**src/design/crce_queue.sv**
```systemverilog
// Short command queue between the front part and the back part.
`timescale 1ns / 1ps
module crce_queue #(
  parameter int unsigned Width = 8
) (
  input  logic             clk_i,
  input  logic             rst_ni,
  input  logic             wr_valid_i,
  output logic             wr_ready_o,
  input  logic [Width-1:0] wr_data_i,
  output logic             rd_valid_o,
  input  logic             rd_ready_i,
  output logic [Width-1:0] rd_data_o
);

  logic [Width-1:0] mem_q [2];
  logic [1:0]       cnt_q;
  logic             wp_q, rp_q;
  logic             wr, rd;

  assign wr_ready_o = (cnt_q != 2'd2);
  assign rd_valid_o = (cnt_q != 2'd0);
  assign wr = wr_valid_i && wr_ready_o;
  assign rd = rd_valid_o && rd_ready_i;
  assign rd_data_o = mem_q[rp_q];

  // Pointers and fill level.
  always_ff @(posedge clk_i or negedge rst_ni) begin
    if (!rst_ni) begin
      cnt_q <= '0;
      wp_q  <= 1'b0;
      rp_q  <= 1'b0;
    end else begin
      if (wr) begin
        wp_q <= !wp_q;
      end
      if (rd) begin
        rp_q <= !rp_q;
      end
      if (wr && !rd) begin
        cnt_q <= cnt_q + 2'd1;
      end else if (rd && !wr) begin
        cnt_q <= cnt_q - 2'd1;
      end
    end
  end

  // Entries.
  always_ff @(posedge clk_i) begin
    if (wr) begin
      mem_q[wp_q] <= wr_data_i;
    end
  end

endmodule

```
**config.mk**
```make
export PLATFORM = sky130hd
export DESIGN_NAME = crce_queue
export DESIGN_NICKNAME = d
export VERILOG_FILES = /design/src/design/crce_queue.sv
export SDC_FILE = /design/constraint.sdc
export NUM_CORES = 1
export LEC_CHECK = 0
export BUFFER_PORTS_ARGS = -buffer_cell sky130_fd_sc_hd__buf_2
export CAP_MARGIN = 30
export CELL_PAD_IN_SITES_DETAIL_PLACEMENT = 0
export CELL_PAD_IN_SITES_GLOBAL_PLACEMENT = 1
export CORE_UTILIZATION = 36
export DETAILED_ROUTE_END_ITERATION = 12
export PLACE_DENSITY_LB_ADDON = 0.1
export SLEW_MARGIN = 20
export SYNTH_ARGS = -nofsm -noshare
export SYNTH_HDL_FRONTEND = slang
export SYNTH_SLANG_ARGS = --single-unit
```
**constraint.sdc**
```tcl
create_clock -name clk_i -period 1.4 [get_ports clk_i]
set_input_delay 0.42 -clock clk_i [delete_from_list [all_inputs] [get_ports clk_i]]
set_output_delay 0.42 -clock clk_i [all_outputs]
set_load 0.05 [all_outputs]
```
==> flow_summary_export.csv <==
group,metric,value,unit
detailed_routing,drc_errors,0,
sta,drv_slew,0,
floorplan,die_h,48.8,um
placement,dp_hpwl,812,um
cts,cts.htree.levels,1,
global_routing,grt_max_degree,13,
yosys,synth.area.top_cells,"edfxtp_1 61%, dfrtp_1 13%, mux2_2 11%",
finish,syn2layout_area_growth,52.0,%
cts,clkLatencyLatePin,0.30,ns
min_path,hold_class,"primary input to register",
floorplan,ios,22,
sta,setup_tns,-2.88,ns
detailed_routing,via_per_inst,4.33,
run_status,status,"finished, violations left",
sta,timing.fmax,0.575,GHz
floorplan,fp.dieW,48.8,um
yosys,synthXorXnorAreaFrac,5.56,%
critical_path,critPathKind,"register to output port",
yosys,synth.distinct_cells,14,
yosys,synth_top_family_by_area,"multiplexers",
sta,rsz0062_at_grt,"yes",
pwr,p_leak,0.490,nW
sta,worst_clock_skew,0.00855,ns
cts,clk_pin_slew_worst_paths,0.12,ns
global_routing,grt_antenna_before_repair,0,
global_routing,globalRouteOverflowTotal,0,
min_path,whs_path_depth,1,
critical_path,crit_top_cell,"buf_6",
sta,finalWorstSetupSlack,-0.339,ns
detailed_routing,avgRoutedWirePerCell,11.4,um
run_status,violations,"setup timing",
global_routing,grt_usage,12.1,%
yosys,synth-seq-cells,20,
pwr,p_per_area,2570,nW/um2
finish,antenna_cells,0,
detailed_routing,first_iter_violations,10,
flow_run,cap_violations,0,
yosys,synth_top_area_share,61.0,%
placement,place.gp.congestion,0.703,
yosys,syn_inst,43,
global_routing,grt_pass1_wl,2060,um
placement,io_buffers,21,
yosys,synth.yosys.warnings,0,
cts,cts-root-buf,"clkbuf_4",
critical_path,cp_slowest_cell,"dfrtp_2",
yosys,synth_compound_area_share,0,%
detailed_routing,dr.pass1.iters,3,
finish,drive_gt1_share,65.8,%
global_routing,grt_pass1_vias,481,
detailed_routing,ant_nets,0,
cts,numCtsBuffers,3,
yosys,synth-adder-area-share,1.59,%
yosys,synth_nets,56,
yosys,synthMuxAreaShare,11.4,%
critical_path,reg2reg_slack,-0.02,ns
sta,tightest_slew,0.155,ns
cts,cts_sinks,20,
detailed_routing,vias,459,
yosys,yosysMostFrequentCell,"edfxtp_1",
yosys,async_reset_ff_share,20.0,%
pwr,vdd_ir_drop_max,1.16,mV
critical_path,cpPeakStageDelay,0.40,ns
critical_path,end_kind,"output port",
sta,period_needed,1.74,ns
critical_path,cp_cell_sequence,"buf_6, mux2_2, buf_6",
sta,finalSetupViolCount,11,
yosys,yosys-top-cells-count,"16 x edfxtp_1, 8 x mux2_2, 4 x dfrtp_1",
floorplan,die_area,2380,um2
yosys,synth_enable_flop_cells,16,
yosys,yosysTopAreaCell,"edfxtp_1",
sta,whs,0.302,ns
critical_path,cp.arrival,1.32,ns
detailed_routing,finalWirelength,1210,um
critical_path,required,0.98,ns
critical_path,cp_max_fo,5,
critical_path,worstSetupStartpointType,"register",
cts,cts_tree,"built",
cts,clockBufferDepth,2,
yosys,synth_area_per_cell,18.3,um2
yosys,syn_area,787,um2
floorplan,core-area,2000,um2
yosys,synthFlopType,"edfxtp_1",
finish,nets,93,
floorplan,start_util,39.3,%
critical_path,reg2reg_depth,7,
sta,fin_crit_sh,124,%
yosys,seq_area_frac_synth,73.8,%
yosys,yosys.area_share.simple,6.52,%
floorplan,rows,16,
sta,finalHoldViolCount,0,
sta,slew_headroom,89.7,%
==> per-stage QoR <==
stage          power [mW]  util [%]  setup WS (ns)  instance area [um2]  std cells
2_1_floorplan        1.87         -       -0.00582                  810         43
3_3_place_gp         2.17      49.3         -0.151                  986         94
3_5_place_dp         2.18      49.3         -0.167                  986         94
4_1_cts              3.03      58.6         -0.344                 1170        105
5_1_grt              3.23      59.8         -0.396                 1200        106
6_report             3.07      59.8         -0.339                 1200        106
==> final timing paths <==
check                        startpoint            to
setup / recovery                   rp_q  rd_data_o[0]
hold / removal             wr_data_i[2]   mem_q[1][2]
setup reg to reg               cnt_q[0]      cnt_q[1]
hold reg to reg                    wp_q          wp_q
max in group asynchronous        rst_ni          rp_q
min in group asynchronous        rst_ni          wp_q
==> routing by layer <==
metal	share of wire (%)	track usage (%)	vias to the layer above
li1	-	-	230
met1	46	14.2	216
met2	51	20.1	11
met3	2.1	2.83	2
met4	0.91	7.35	0
met5	0	0	-
==> timing repair <==
item | in CTS | in global routing
hold buffers | 1 | 0
resized for setup | 27 | 4
endpoints found under the setup margin | 10 | 17
setup buffers | 6 | 1
pin swaps | 2 | 0
hold endpoints to repair | 4 | 0
==> critical path: cells and delay by family, from the launching register on <==
family | cells | cell delay, ns
buffers and inverters | 2 | 0.28
muxes | 1 | 0.34
DFF | 1 | 0.40
==> sequential cells by signal (all words and copies together), names as in the netlist <==
register  count
rp_q          1
wp_q          1
mem_q        16
cnt_q         2
==> where the power goes <==
part           internal, mW  switching [mW]  leakage, nW  total (mW)
Clock                 0.289           0.172       0.0279       0.461
Sequential            0.834          0.0724        0.194       0.906
Combinational         0.814           0.891        0.268        1.71
==> layout make-up <==
type / instances / area, um2
clock buffers: 3 / 22.5
multi-input cells: 21 / 225
repair buffers: 33 / 299
fillers: 164 / 806
clock inverters: 1 / 30.0
well taps: 27 / 33.8
flip-flops and latches: 20 / 582
inverters: 1 / 3.75
==> cell usage in the layout (no fill, tap or decap) <==
cell type	count
edfxtp_1	16
buf_6	13
buf_2	11
mux2_2	8
buf_4	5
xnor2_1	3
clkbuf_4	3
dfrtp_1	3
nand2_4	2
xor2_1	2
buf_8	2
nand2b_4	1
inv_2	1
or2_4	1
and3_1	1
nor2_4	1
nor2_1	1
ha_4	1
bufinv_16	1
dlygate4sd3_1	1
buf_12	1
dfrtp_2	1
==> cell families after synthesis <==
group	Yosys count
mux	8
flops	20
simple gates	7
xor+xnor	5
buf+inv	2
fa+ha+maj	1
(Power assumes the default switching activity.)
