--- src/design/crce_pkg.sv ---
// Package with the item types, codes and constants of the Catmull-Rom curve evaluator.
`timescale 1ns / 1ps
package crce_pkg;

  // Item codes.
  localparam logic ACT_APPEND = 1'b0;
  localparam logic ACT_EVAL   = 1'b1;

  localparam logic [1:0] ST_POINT = 2'd0;
  localparam logic [1:0] ST_STORED = 2'd1;
  localparam logic [1:0] ST_FULL = 2'd2;
  localparam logic [1:0] ST_FEW = 2'd3;

  typedef struct packed {
    logic               action;
    logic signed [31:0] knot_x;
    logic signed [31:0] knot_y;
    logic signed [31:0] knot_z;
    logic signed [23:0] ratio;
  } in_item_t;

  typedef struct packed {
    logic signed [31:0] pos_x;
    logic signed [31:0] pos_y;
    logic signed [31:0] pos_z;
    logic [1:0]         status;
  } out_item_t;

  // Command kinds passed from the front part to the back part.
  typedef enum logic [1:0] {
    CMD_REPORT = 2'd0,
    CMD_KNOT   = 2'd1,
    CMD_CURVE  = 2'd2
  } cmd_kind_e;

  typedef enum logic [2:0] {
    BK_IDLE,
    BK_READ,
    BK_COEF,
    BK_HORNER,
    BK_FINISH,
    BK_OUT
  } back_state_e;

  // Saturate a wide signed value into 32 bits.
  function automatic logic signed [31:0] sat32(input logic signed [39:0] v);
    logic signed [39:0] hi;
    logic signed [39:0] lo;
    hi = 40'sd2147483647;
    lo = -40'sd2147483648;
    if (v > hi) begin
      sat32 = 32'sh7fffffff;
    end else if (v < lo) begin
      sat32 = 32'sh80000000;
    end else begin
      sat32 = v[31:0];
    end
  endfunction

endpackage

--- src/design/crce_front.sv ---
// Front part: accepts items, keeps the knot count and classifies each item into a command.
`timescale 1ns / 1ps
module crce_front #(
  parameter int unsigned MaxKnots = 64,
  parameter int unsigned CntW = $clog2(MaxKnots + 1),
  parameter int unsigned IdxW = $clog2(MaxKnots)
) (
  input  logic                clk_i,
  input  logic                rst_ni,
  input  logic                in_valid_i,
  output logic                in_stall_o,
  input  crce_pkg::in_item_t  in_item_i,
  input  logic                loop_mode_i,
  output logic                cmd_valid_o,
  input  logic                cmd_ready_i,
  output crce_pkg::cmd_kind_e cmd_kind_o,
  output logic [1:0]          cmd_status_o,
  output logic [IdxW-1:0]     cmd_idx_o,
  output logic [CntW-1:0]     cmd_cnt_o,
  output logic [15:0]         cmd_r_o,
  output logic                cmd_end_o,
  output logic                cmd_loop_o,
  output logic [95:0]         cmd_knot_o
);

  logic [CntW-1:0] cnt_q, cnt_d;
  logic            acc;
  logic            full;

  assign in_stall_o = !cmd_ready_i;
  assign acc = in_valid_i && cmd_ready_i;
  assign full = (cnt_q == CntW'(MaxKnots));

  // Classify the item.
  always_comb begin
    cnt_d        = cnt_q;
    cmd_kind_o   = crce_pkg::CMD_REPORT;
    cmd_status_o = crce_pkg::ST_STORED;
    cmd_idx_o    = cnt_q[IdxW-1:0];
    cmd_cnt_o    = cnt_q;
    cmd_r_o      = in_item_i.ratio[15:0];
    cmd_end_o    = 1'b0;
    cmd_loop_o   = loop_mode_i;
    cmd_knot_o   = {in_item_i.knot_x, in_item_i.knot_y, in_item_i.knot_z};
    if (in_item_i.action == crce_pkg::ACT_APPEND) begin
      if (full) begin
        cmd_status_o = crce_pkg::ST_FULL;
      end else begin
        cmd_kind_o = crce_pkg::CMD_KNOT;
        if (acc) begin
          cnt_d = cnt_q + CntW'(1);
        end
      end
    end else if (cnt_q < CntW'(4)) begin
      cmd_status_o = crce_pkg::ST_FEW;
    end else begin
      cmd_kind_o   = crce_pkg::CMD_CURVE;
      cmd_status_o = crce_pkg::ST_POINT;
      if (!loop_mode_i) begin
        if (in_item_i.ratio[23]) begin
          cmd_r_o = '0;
        end else if (in_item_i.ratio[22:16] != '0) begin
          cmd_end_o = 1'b1;
        end
      end
    end
  end

  assign cmd_valid_o = in_valid_i;

  // Knot count.
  always_ff @(posedge clk_i or negedge rst_ni) begin
    if (!rst_ni) begin
      cnt_q <= '0;
    end else begin
      cnt_q <= cnt_d;
    end
  end

endmodule

--- config.mk ---
export PLATFORM = sky130hd
export DESIGN_NAME = crce_front
export DESIGN_NICKNAME = d
export VERILOG_FILES = /design/src/design/crce_pkg.sv /design/src/design/crce_front.sv
export SDC_FILE = /design/constraint.sdc
export NUM_CORES = 1
export LEC_CHECK = 0
export ABC_AREA = 1
export BUFFER_PORTS_ARGS = -buffer_cell sky130_fd_sc_hd__buf_2
export CAP_MARGIN = 20
export CORE_AREA = 10 10 93 95
export CTS_CLUSTER_DIAMETER = 120
export DETAILED_ROUTE_END_ITERATION = 8
export DIE_AREA = 0 0 103 105
export GPL_ROUTABILITY_DRIVEN = 0
export PLACE_DENSITY = 0.72
export SYNTH_ARGS = -nofsm -noshare
export SYNTH_HDL_FRONTEND = slang
export SYNTH_SLANG_ARGS = --single-unit
--- constraint.sdc ---
create_clock -name clk_i -period 1.9 [get_ports clk_i]
set_input_delay 0 -clock clk_i [delete_from_list [all_inputs] [get_ports clk_i]]
set_output_delay 0 -clock clk_i [all_outputs]
set_load 0.05 [all_outputs]
==> results of run 1 <==
cells by family after synthesis:
family                   after synthesis
buffers and inverters                132
XOR/XNOR                               3
flip-flops                             7
AO/OA/AOI/OAI                          4
AND/OR/NAND/NOR                       64
adder cells (fa/ha/maj)                2
per-layer routing:
metal	vias to the layer above	global-route usage, %
li1	452	-
met1	405	6.47
met2	97	10.7
met3	39	7.58
met4	0	5.57
met5	-	0
synth_stat cells, drive strengths merged:
cell type	number
xnor2	3
ha	2
inv	27
dfrtp	7
nand4	2
nand2	45
o21ai	4
nor3	1
nor2	10
nand3	6
buf	105
final timing paths:
| kind | from | endpoint | slack [ns] | cells after the start |
|---|---|---|---|---|
| max in group asynchronous | rst_ni | cmd_cnt_o[1]$_DFFE_PN0P_ | 1.61 | 2 |
| min | in_item_i[115] | cmd_knot_o[91] | 0.00002 | 0 |
| max reg2reg | cmd_cnt_o[0]$_DFFE_PN0P_ | cmd_cnt_o[3]$_DFFE_PN0P_ | 0.51 | 9 |
| min reg2reg | cmd_cnt_o[0]$_DFFE_PN0P_ | cmd_cnt_o[0]$_DFFE_PN0P_ | 0.57 | 2 |
| max | cmd_cnt_o[4]$_DFFE_PN0P_ | cmd_r_o[7] | 0.27 | 6 |
| min in group asynchronous | rst_ni | cmd_cnt_o[2]$_DFFE_PN0P_ | 0.14 | 2 |
area by class of cell:
type	instances	share of cell area (%)
Inverter	27	8.99
Timing Repair Buffer	67	30.2
Clock buffer	4	4.00
Sequential cell	7	15.5
Tap cell	80	8.88
Multi-Input combinational cell	73	32.4
metrics by stage:
stage | hold slack [ns] | worst slack [ns] | utilization [%] | TNS (ns)
floorplan | -0.296 | -0.00156 | - | -0.00156
global placement | -0.159 | 0.552 | 15.9 | 0
detailed placement | -0.157 | 0.515 | 15.9 | 0
CTS | 0.000341 | 0.258 | 16.7 | 0
global route | 0.0000718 | 0.0980 | 16.7 | 0
finish | 0.0000193 | 0.271 | 16.7 | 0
repair_timing:
item,CTS,global route
endpoints found under the hold margin,7,0
endpoints found under the setup margin,0,0
hold buffers,1,0
power by group through the flow:
stage | Clock [mW] | Sequential (mW) | Combinational [mW]
CTS | 0.224 | 0.243 | 0.857
global placement | 0 | 0.241 | 0.849
detailed placement | 0 | 0.244 | 0.854
finish | 0.216 | 0.243 | 0.842
floorplan | 0 | 0.357 | 1.12
global route | 0.232 | 0.251 | 0.906
==> results by group, run 1 <==
Outcome
  – Outcome: finished clean

Pwr
  – Max VDD drop: 0.000201 V
  – Leak: 0.742 nW
  – Logic pwr share: 64.7%
  – Power per cell area: 1150 mW/mm²
  – Reg power frac: a little under a fifth
  – Switching power: 0.787 mW
  – Pint: 0.515 mW
  – Switching part of the total power: between 60 and 70%
  – Total power: 1.30 mW
  – Clock share of power: 16.6%

Floorplanning
  – Initial core utilization: between 20% and 30%
  – # rows: 30
  – Die H: 105 µm
  – Die width: about 100 µm
  – Die Area: 0.0108 mm²
  – I/O pins: 259
  – Core ar.: 0.00676 mm²

Timing
  – Actual slew at the worst max-slew pin: about 0.27 ns
  – Final Skew: 0.00146 ns
  – Fin. Hold Viols: 0
  – Relative slew slack: 82.2%
  – Final setup violation count: 0
  – Max Clk Rate: 0.614 GHz
  – Max Slew Vio Count: 0
  – RSZ-0062 raised after global routing: false
  – Final Critical Period: between 1.5 and 2 ns
  – Period Utilization, post-route: 85.7%

Worst setup path
  – Critical path endpoint category: primary output
  – Data arrival, critical path: 1.63 ns
  – Top cell family by delay on the critical path: simple AND/OR/NAND/NOR gates
  – Slowest stage cell, crit path: dfrtp_1
  – Worst path cell trace: nor2_2, nand3_2, nand4_4, nand2_1, inv_1, buf_2
  – Critical Path RT: 1.90 ns
  – Crit path max fanout: 16
  – Critical Path Max Stage Delay: approximately 0.45 ns
  – CP Class: register to primary output
  – Startpoint Class: register
  – WP buf/inv: 2

Placed design
  – Placed Instance Area: 0.00107 mm²
  – Post-DP HPWL: 3.93 mm
  – Post-Place Cells: roughly 250
  – IO Port Bufs: 66

Detailed routing
  – DR WL met3: 941 µm
  – Met1 WL: 1.33 mm
  – DR vias: 993
  – Met2 wire length: 1.81 mm
  – Post-route DRC: 0
  – Drt total wl: 4.37 mm
  – Top Metal Used: met4
  – Drt first pass iters: 4
  – DRT antenna net count: 0
  – Detailed Route Iter0 Violations: 25
  – Routed WL per cell: around 17 µm
  – Vias per inst: 3.85

Clocking
  – Cts bufs inserted: 3
  – Clk slew on worst S/H paths: 0.04 ns
  – Clk Latency, worst-skew pair: 0.23 ns
  – Post-CTS setup buffer count: 0
  – Clock Tree Root: clkbuf_8
  – Htree depth: 1
  – CTS tree: built
  – Clk buf depth: 2
  – Post-CTS sizing: 0
  – CTS Sinks: 7

Cells and area
  – Synth-to-Final Area Change: -21.2%
  – Layout cells sized above 1: between 40% and 50%
  – Commonest non-fill, non-tap cell in the layout: buf_2
  – Ant diodes: 0
  – Multi-input logic area: 365 µm²
  – Number of flip-flops in the largest register: 7
  – Sequential cell area: roughly 180 µm²
  – Final Non-Filler Cells: between 200 and 300
  – Nets: roughly 300
  – Most frequent cells in the layout: 66 x buf_2, 45 x nand2_1, 27 x inv_1
  – Finished Cell Area: 0.00113 mm²
  – Fillers: approximately 800

Global route
  – Pin count of the biggest net entering global routing: 17
  – Number of global-route vias before repair: 1026
  – Initial antenna violation count: 0
  – Grt total ovfl: 0
  – All-Layer GR Usage: 7.64%
  – Global-route wire length before repair: 6.24 mm

Yosys
  – Synth Register Bits: 7
  – Library cells used by synthesis: 15
  – Area leader, netlist: buf_4
  – Netlist area before placement: 0.00143 mm²
  – Synth Area in Compound Gates: 1.40%
  – Syn Inst Count: about 210
  – Post-synthesis sequential area ratio: between 10 and 15%
  – Mean post-synth cell area: roughly 6.8 µm²
  – Multiplexer area fraction after synthesis: 0%
  – Post-Synthesis Net Count: 340
  – Simple-Gate Fraction of Synth Area: 20.4%
  – Adder-Cell Fraction of Synth Area: 1.75%
  – Post-Synth XOR/XNOR Area: 1.84%
  – Largest family of logic cells by synthesized area: buffers and inverters
  – Top-area cell type share of the netlist area: 54.5%
  – Synth warn: 0
  – Area contributors post-synth: buf_4 55%, dfrtp_1 12%, nand2_1 12%

Hold path
  – Worst min path class: primary input to primary output

Flow run
  – Maxcap violations: 0
(Power assumes the default switching activity.)
==> inputs of run 2 (changes only) <==
--- a/config.mk
+++ b/config.mk
@@ -14,4 +14,5 @@
 export DIE_AREA = 0 0 103 105
 export GPL_ROUTABILITY_DRIVEN = 0
+export GPL_TIMING_DRIVEN = 0
 export PLACE_DENSITY = 0.72
 export SYNTH_ARGS = -nofsm -noshare
==> constraint.sdc (replaced) <==
create_clock -name clk_i -period 1.9 [get_ports clk_i]
set_input_delay 0.38 -clock clk_i [delete_from_list [all_inputs] [get_ports clk_i]]
set_output_delay 0.38 -clock clk_i [all_outputs]
set_load 0.05 [all_outputs]
==> run 2 against run 1 <==
  * Sequential share of layout area down 8.8 points
  * First-iteration DRC count down 8.0%
  * Sequential cell count unchanged
  * Clock-buffer cell count unchanged
  * Cell area up 140%
  * Register-to-register slack better by 0.11 ns
  * Routed wire length up 74%
==> results by group, run 2 (synthesized netlist as in run 1, its figures left out) <==
Floorplanning
  – Initial core utilization: between 20% and 30%
  – I/O pins: 259
  – Die width: roughly 100 µm
  – Core ar.: 0.00676 mm²
  – Die Area: 0.0108 mm²
  – # rows: 30
  – Die H: 105 µm

Worst setup path
  – Critical path endpoint category: primary output
  – Top cell family by delay on the critical path: buffers and inverters
  – Slowest stage cell, crit path: dfrtp_1
  – Crit. path cell count: 7
  – Critical path startpoint: cmd_cnt_o[6]$_DFFE_PN0P_
  – CP Class: register to primary output
  – Data arrival, critical path: 1.47 ns
  – WP buf/inv: 4
  – Flop2flop setup slack: 0.62 ns
  – Critical Path Max Stage Delay: a little over 0.4 ns
  – Critical Path RT: 1.52 ns
  – Crit path max fanout: 8
  – RR Startpoint: cmd_cnt_o[1]$_DFFE_PN0P_
  – Worst path cell trace: inv_2, nand3_4, nand4_4, buf_6, nand2_4, clkinvlp_4, buf_8
  – Worst r2r path cells: 9
  – Startpoint Class: register

Global route
  – Grt total ovfl: 0
  – Pin count of the biggest net entering global routing: 9
  – Global-route wire length before repair: 10.2 mm
  – Number of global-route vias before repair: between 1500 and 2000
  – Initial antenna violation count: 0
  – All-Layer GR Usage: about an eighth

Placed design
  – IO Port Bufs: 162
  – Post-DP HPWL: 6.51 mm
  – Placed Instance Area: ~0.0024 mm²
  – Post-Place Cells: around 450

Detailed routing
  – Routed WL per cell: 16.1 µm
  – Post-route DRC: 0
  – Detailed Route Iter0 Violations: 23
  – Vias per inst: ~3.8
  – Drt total wl: roughly 7.6 mm
  – DRT antenna net count: 0
  – Drt first pass iters: 4
  – DR vias: between 1500 and 2000

Hold path
  – Worst min path class: primary input to async pin

Cells and area
  – Finished Cell Area: around 0.0027 mm²
  – Sequential cell area: between 150 and 200 µm²
  – Ant diodes: 0
  – Commonest non-fill, non-tap cell in the layout: buf_2
  – Number of flip-flops in the largest register: 7
  – Fillers: between 600 and 700
  – Final Non-Filler Cells: 472
  – Multi-input logic area: 444 µm²
  – Layout cells sized above 1: 82.9%
  – Synth-to-Final Area Change: 89.8%
  – Nets: 521
  – Most frequent cells in the layout: 146 x buf_2, 117 x buf_4, 34 x nand2_1

Pwr
  – Max VDD drop: 0.000313 V
  – Total power: 2.30 mW
  – Power per cell area: roughly 850 mW/mm²
  – Leak: 1.72 nW

Timing
  – Fin. Hold Viols: 0
  – Final Skew: 0.00357 ns
  – Actual slew at the worst max-slew pin: 0.270 ns
  – Hold Slack: 0.515 ns
  – RSZ-0062 raised after global routing: true
  – Final Critical Period: 1.85 ns
  – Relative slew slack: 82.2%
  – Period Utilization, post-route: 97.6%
  – Setup TNS: 0 ns
  – Final setup violation count: 0
  – Max Slew Vio Count: 0
  – Max Clk Rate: 0.540 GHz

Clocking
  – CTS Sinks: 7
  – Clk Latency, worst-skew pair: around 0.24 ns
  – Htree depth: 1
  – Clk buf depth: 2
  – CTS tree: built
  – Clk slew on worst S/H paths: roughly 0.040 ns
  – Cts bufs inserted: 3
  – Clock Tree Root: clkbuf_8

Flow run
  – Maxcap violations: 0

Outcome
  – Outcome: finished clean
## run 2: layout make-up
cell class / instances / share of cell area, %
Buffer: 105 / 29.2
Clock buffer: 4 / 1.66
Inverter: 27 / 3.96
Multi-Input combinational cell: 73 / 16.4
Sequential cell: 7 / 6.72
Tap cell: 80 / 3.68
Timing Repair Buffer: 176 / 38.5
## run 2: final timing paths
check | to
hold reg to reg | cmd_cnt_o[1]$_DFFE_PN0P_
min in group clk_i | cmd_cnt_o[1]$_DFFE_PN0P_
setup / recovery | cmd_r_o[10]
max in group asynchronous | cmd_cnt_o[1]$_DFFE_PN0P_
setup reg to reg | cmd_cnt_o[3]$_DFFE_PN0P_
hold / removal | cmd_cnt_o[5]$_DFFE_PN0P_
## run 2: routing by layer
metal  wire (µm)  track usage (%)
met5           0                0
met2        4340             24.1
met1        2200             9.84
met3         987             6.06
met4          59             1.99
## run 2: worst reg2reg max path, cell delays in order (launching register included)
cell     delay (ns)
dfrtp_2        0.39
inv_2          0.06
ha_4           0.15
nand2_1        0.05
inv_1          0.04
nand3_2        0.09
nand2_4        0.08
nor2_2         0.21
nand2_1        0.08
nand2_1        0.06
## run 2: where the power goes
part / switching [mW] / total, mW / internal, mW / leakage, nW
logic: 1.23 / 1.84 / 0.611 / 1.61
registers: 0.0416 / 0.232 / 0.190 / 0.0846
clock network: 0.0760 / 0.222 / 0.146 / 0.0228
## run 2: timing repair
item | CTS | global route
buffers inserted | 5 | 7
setup endpoints to repair | 20 | 19
hold buffers | 1 | 0
pin swaps | 3 | 6
cloned | 1 | 0
endpoints found under the hold margin | 7 | 0
resized for setup | 29 | 43
## run 2: metrics by stage
| stage | setup WS, ns | util [%] |
|---|---|---|
| 2_1_floorplan | -0.161 | - |
| 3_3_place_gp | 0.0393 | 35.0 |
| 3_5_place_dp | -0.0169 | 35.0 |
| 4_1_cts | -0.0143 | 37.9 |
| 5_1_grt | -0.0569 | 40.2 |
| 6_report | 0.0465 | 40.2 |
==> inputs of run 3 (changes only) <==
- CORE_AREA: 10 10 93 95 -> 10 10 92 94
- DIE_AREA: 0 0 103 105 -> 0 0 102 104
- GPL_TIMING_DRIVEN: 0 -> unset
- PLACE_DENSITY: 0.72 -> 0.73
==> run 3 against run 2 <==
  * Clock-buffer cell count stayed put
  * Largest cell class unchanged
  * Sequential power hardly changed
  * Highest routed layer unchanged
  * Cell area is 49% lower
  * Hold slack better by 0.0069 ns
  * Power is 34% lower
  * Maximum frequency is 1.2% higher
==> results by group, run 3 (synthesized netlist as in run 1, its figures left out) <==
Pwr
  – Power per cell area: ~1100 mW/mm²
  – Max VDD drop: 0.000236 V
  – Leak: 0.828 nW

Global route
  – Initial antenna violation count: 0
  – Grt total ovfl: 0
  – All-Layer GR Usage: 9.58%
  – Global-route wire length before repair: 7.73 mm
  – Number of global-route vias before repair: approximately 1100
  – Pin count of the biggest net entering global routing: 9

Worst setup path
  – Worst path cell trace: nor2_4, nand3_4, nand2_1, inv_1, nor2_4, buf_8
  – RR Startpoint: cmd_cnt_o[0]$_DFFE_PN0P_
  – Critical path endpoint category: primary output
  – Cell mode on critical path: nor2_4
  – Critical Path RT: 1.52 ns
  – WP buf/inv: 2
  – Top cell family by delay on the critical path: simple AND/OR/NAND/NOR gates
  – Critical path startpoint: cmd_cnt_o[4]$_DFFE_PN0P_
  – Critical Path Max Stage Delay: 0.44 ns
  – Crit path max fanout: 5
  – CP Class: register to primary output
  – Data arrival, critical path: 1.45 ns
  – Startpoint Class: register
  – Slowest stage cell, crit path: dfrtp_2

Cells and area
  – Fillers: 759
  – Layout cells sized above 1: 53.7%
  – Finished Cell Area: 0.00138 mm²
  – Most frequent cells in the layout: 47 x buf_2, 43 x nand2_1, 24 x inv_1
  – Commonest non-fill, non-tap cell in the layout: buf_2
  – Nets: 319
  – Ant diodes: 0
  – Synth-to-Final Area Change: -3.58%
  – Number of flip-flops in the largest register: 7

Timing
  – Period Utilization, post-route: between 90% and 100%
  – Relative slew slack: between 80% and 90%
  – Final Critical Period: 1.83 ns
  – Final setup violation count: 0
  – Max Slew Vio Count: 0
  – Actual slew at the worst max-slew pin: 0.276 ns
  – RSZ-0062 raised after global routing: true
  – Final Skew: 0.00273 ns
  – Max Clk Rate: 0.546 GHz
  – Hold Slack: around 0.52 ns
  – Fin. Hold Viols: 0

Clocking
  – Clk slew on worst S/H paths: approximately 0.040 ns
  – Clk buf depth: 2
  – Htree depth: 1
  – CTS tree: built
  – Clk Latency, worst-skew pair: ~0.23 ns
  – Clock Tree Root: clkbuf_8
  – CTS Sinks: 7
  – Cts bufs inserted: 3

Detailed routing
  – Drt first pass iters: 4
  – Detailed Route Iter0 Violations: 25
  – DR vias: 1073
  – Post-route DRC: 0
  – Routed WL per cell: around 21 µm
  – Vias per inst: 3.97
  – DRT antenna net count: 0
  – Drt total wl: 5.55 mm

Floorplanning
  – Die H: approximately 100 µm
  – Die width: 102 µm
  – Die Area: around 0.011 mm²
  – # rows: 30
  – I/O pins: about 260
  – Core ar.: about 0.0067 mm²
  – Initial core utilization: 21.4%

Placed design
  – Placed Instance Area: 0.00111 mm²
  – Post-DP HPWL: 4.68 mm
  – IO Port Bufs: between 60 and 70

Flow run
  – Maxcap violations: 0

Hold path
  – Worst min path class: primary input to async pin

Outcome
  – Outcome: finished clean
-- run 3: cell count changes in the layout (fill, tap and decap cells not counted), moves of 2 or more --
cell / before / now
buf_2: 146 / 47
buf_4: 117 / 16
buf_6: 2 / 13
buf_8: 11 / 1
clkbuf_4: 4 / 0
inv_1: 13 / 24
inv_2: 12 / 2
nand2_1: 34 / 43
nand2_2: 9 / 2
nand2_4: 2 / 0
-- run 3: report_power, final --
part           internal [mW]  leakage (nW)  switching, mW  total [mW]
logic                  0.316         0.721          0.748        1.06
clock network          0.145        0.0228         0.0652       0.210
registers              0.190        0.0846         0.0424       0.232
total                  0.652         0.828          0.856        1.51
-- run 3: cell type report --
| type | count | area (µm²) | area share [%] |
|---|---|---|---|
| clock buffer | 4 | 45.0 | 3.26 |
| inverter | 27 | 105 | 7.62 |
| multi-input combinational | 74 | 420 | 30.5 |
| sequential | 7 | 183 | 13.2 |
| tap | 80 | 100 | 7.25 |
| timing repair buffer | 78 | 527 | 38.2 |
-- run 3: repair_timing --
action | CTS | global route
hold buffers | 1 | 0
cloned | 1 | 0
gates resized for setup | 26 | 17
setup endpoints to repair | 19 | 19
hold endpoints to repair | 7 | 0
setup buffers | 2 | 7
pin swaps | 1 | 2
-- run 3: final timing paths --
path                                       endpoint  slack, ns  cells after the start
setup / recovery                    cmd_status_o[1]       0.07                      6
hold reg to reg            cmd_cnt_o[4]$_DFFE_PN0P_       0.57                      2
min in group clk_i         cmd_cnt_o[5]$_DFFE_PN0P_       0.57                      5
setup reg to reg           cmd_cnt_o[1]$_DFFE_PN0P_       0.52                     10
hold / removal             cmd_cnt_o[6]$_DFFE_PN0P_       0.52                      2
max in group asynchronous  cmd_cnt_o[0]$_DFFE_PN0P_       1.21                      2
-- run 3: per-stage QoR --
step / instances / power, mW / TNS, ns / util, % / setup WS (ns)
2_1_floorplan: 212 / 1.49 / -0.161 / - / -0.161
3_3_place_gp: 255 / 1.14 / 0 / 16.6 / 0.143
3_5_place_dp: 255 / 1.15 / 0 / 16.6 / 0.0915
4_1_cts: 263 / 1.47 / 0 / 19.1 / 0.0175
5_1_grt: 270 / 1.60 / -0.0853 / 20.7 / -0.0370
6_report: 270 / 1.51 / 0 / 20.7 / 0.0682
-- run 3: routing by layer --
layer / GRT usage, % / vias up / part of all wire [%]
li1: - / 485 / -
met1: 7.35 / 458 / 26
met3: 10.5 / 14 / 24
met5: 0 / - / 0
met4: 2.82 / 0 / 1.6
met2: 15.5 / 116 / 49
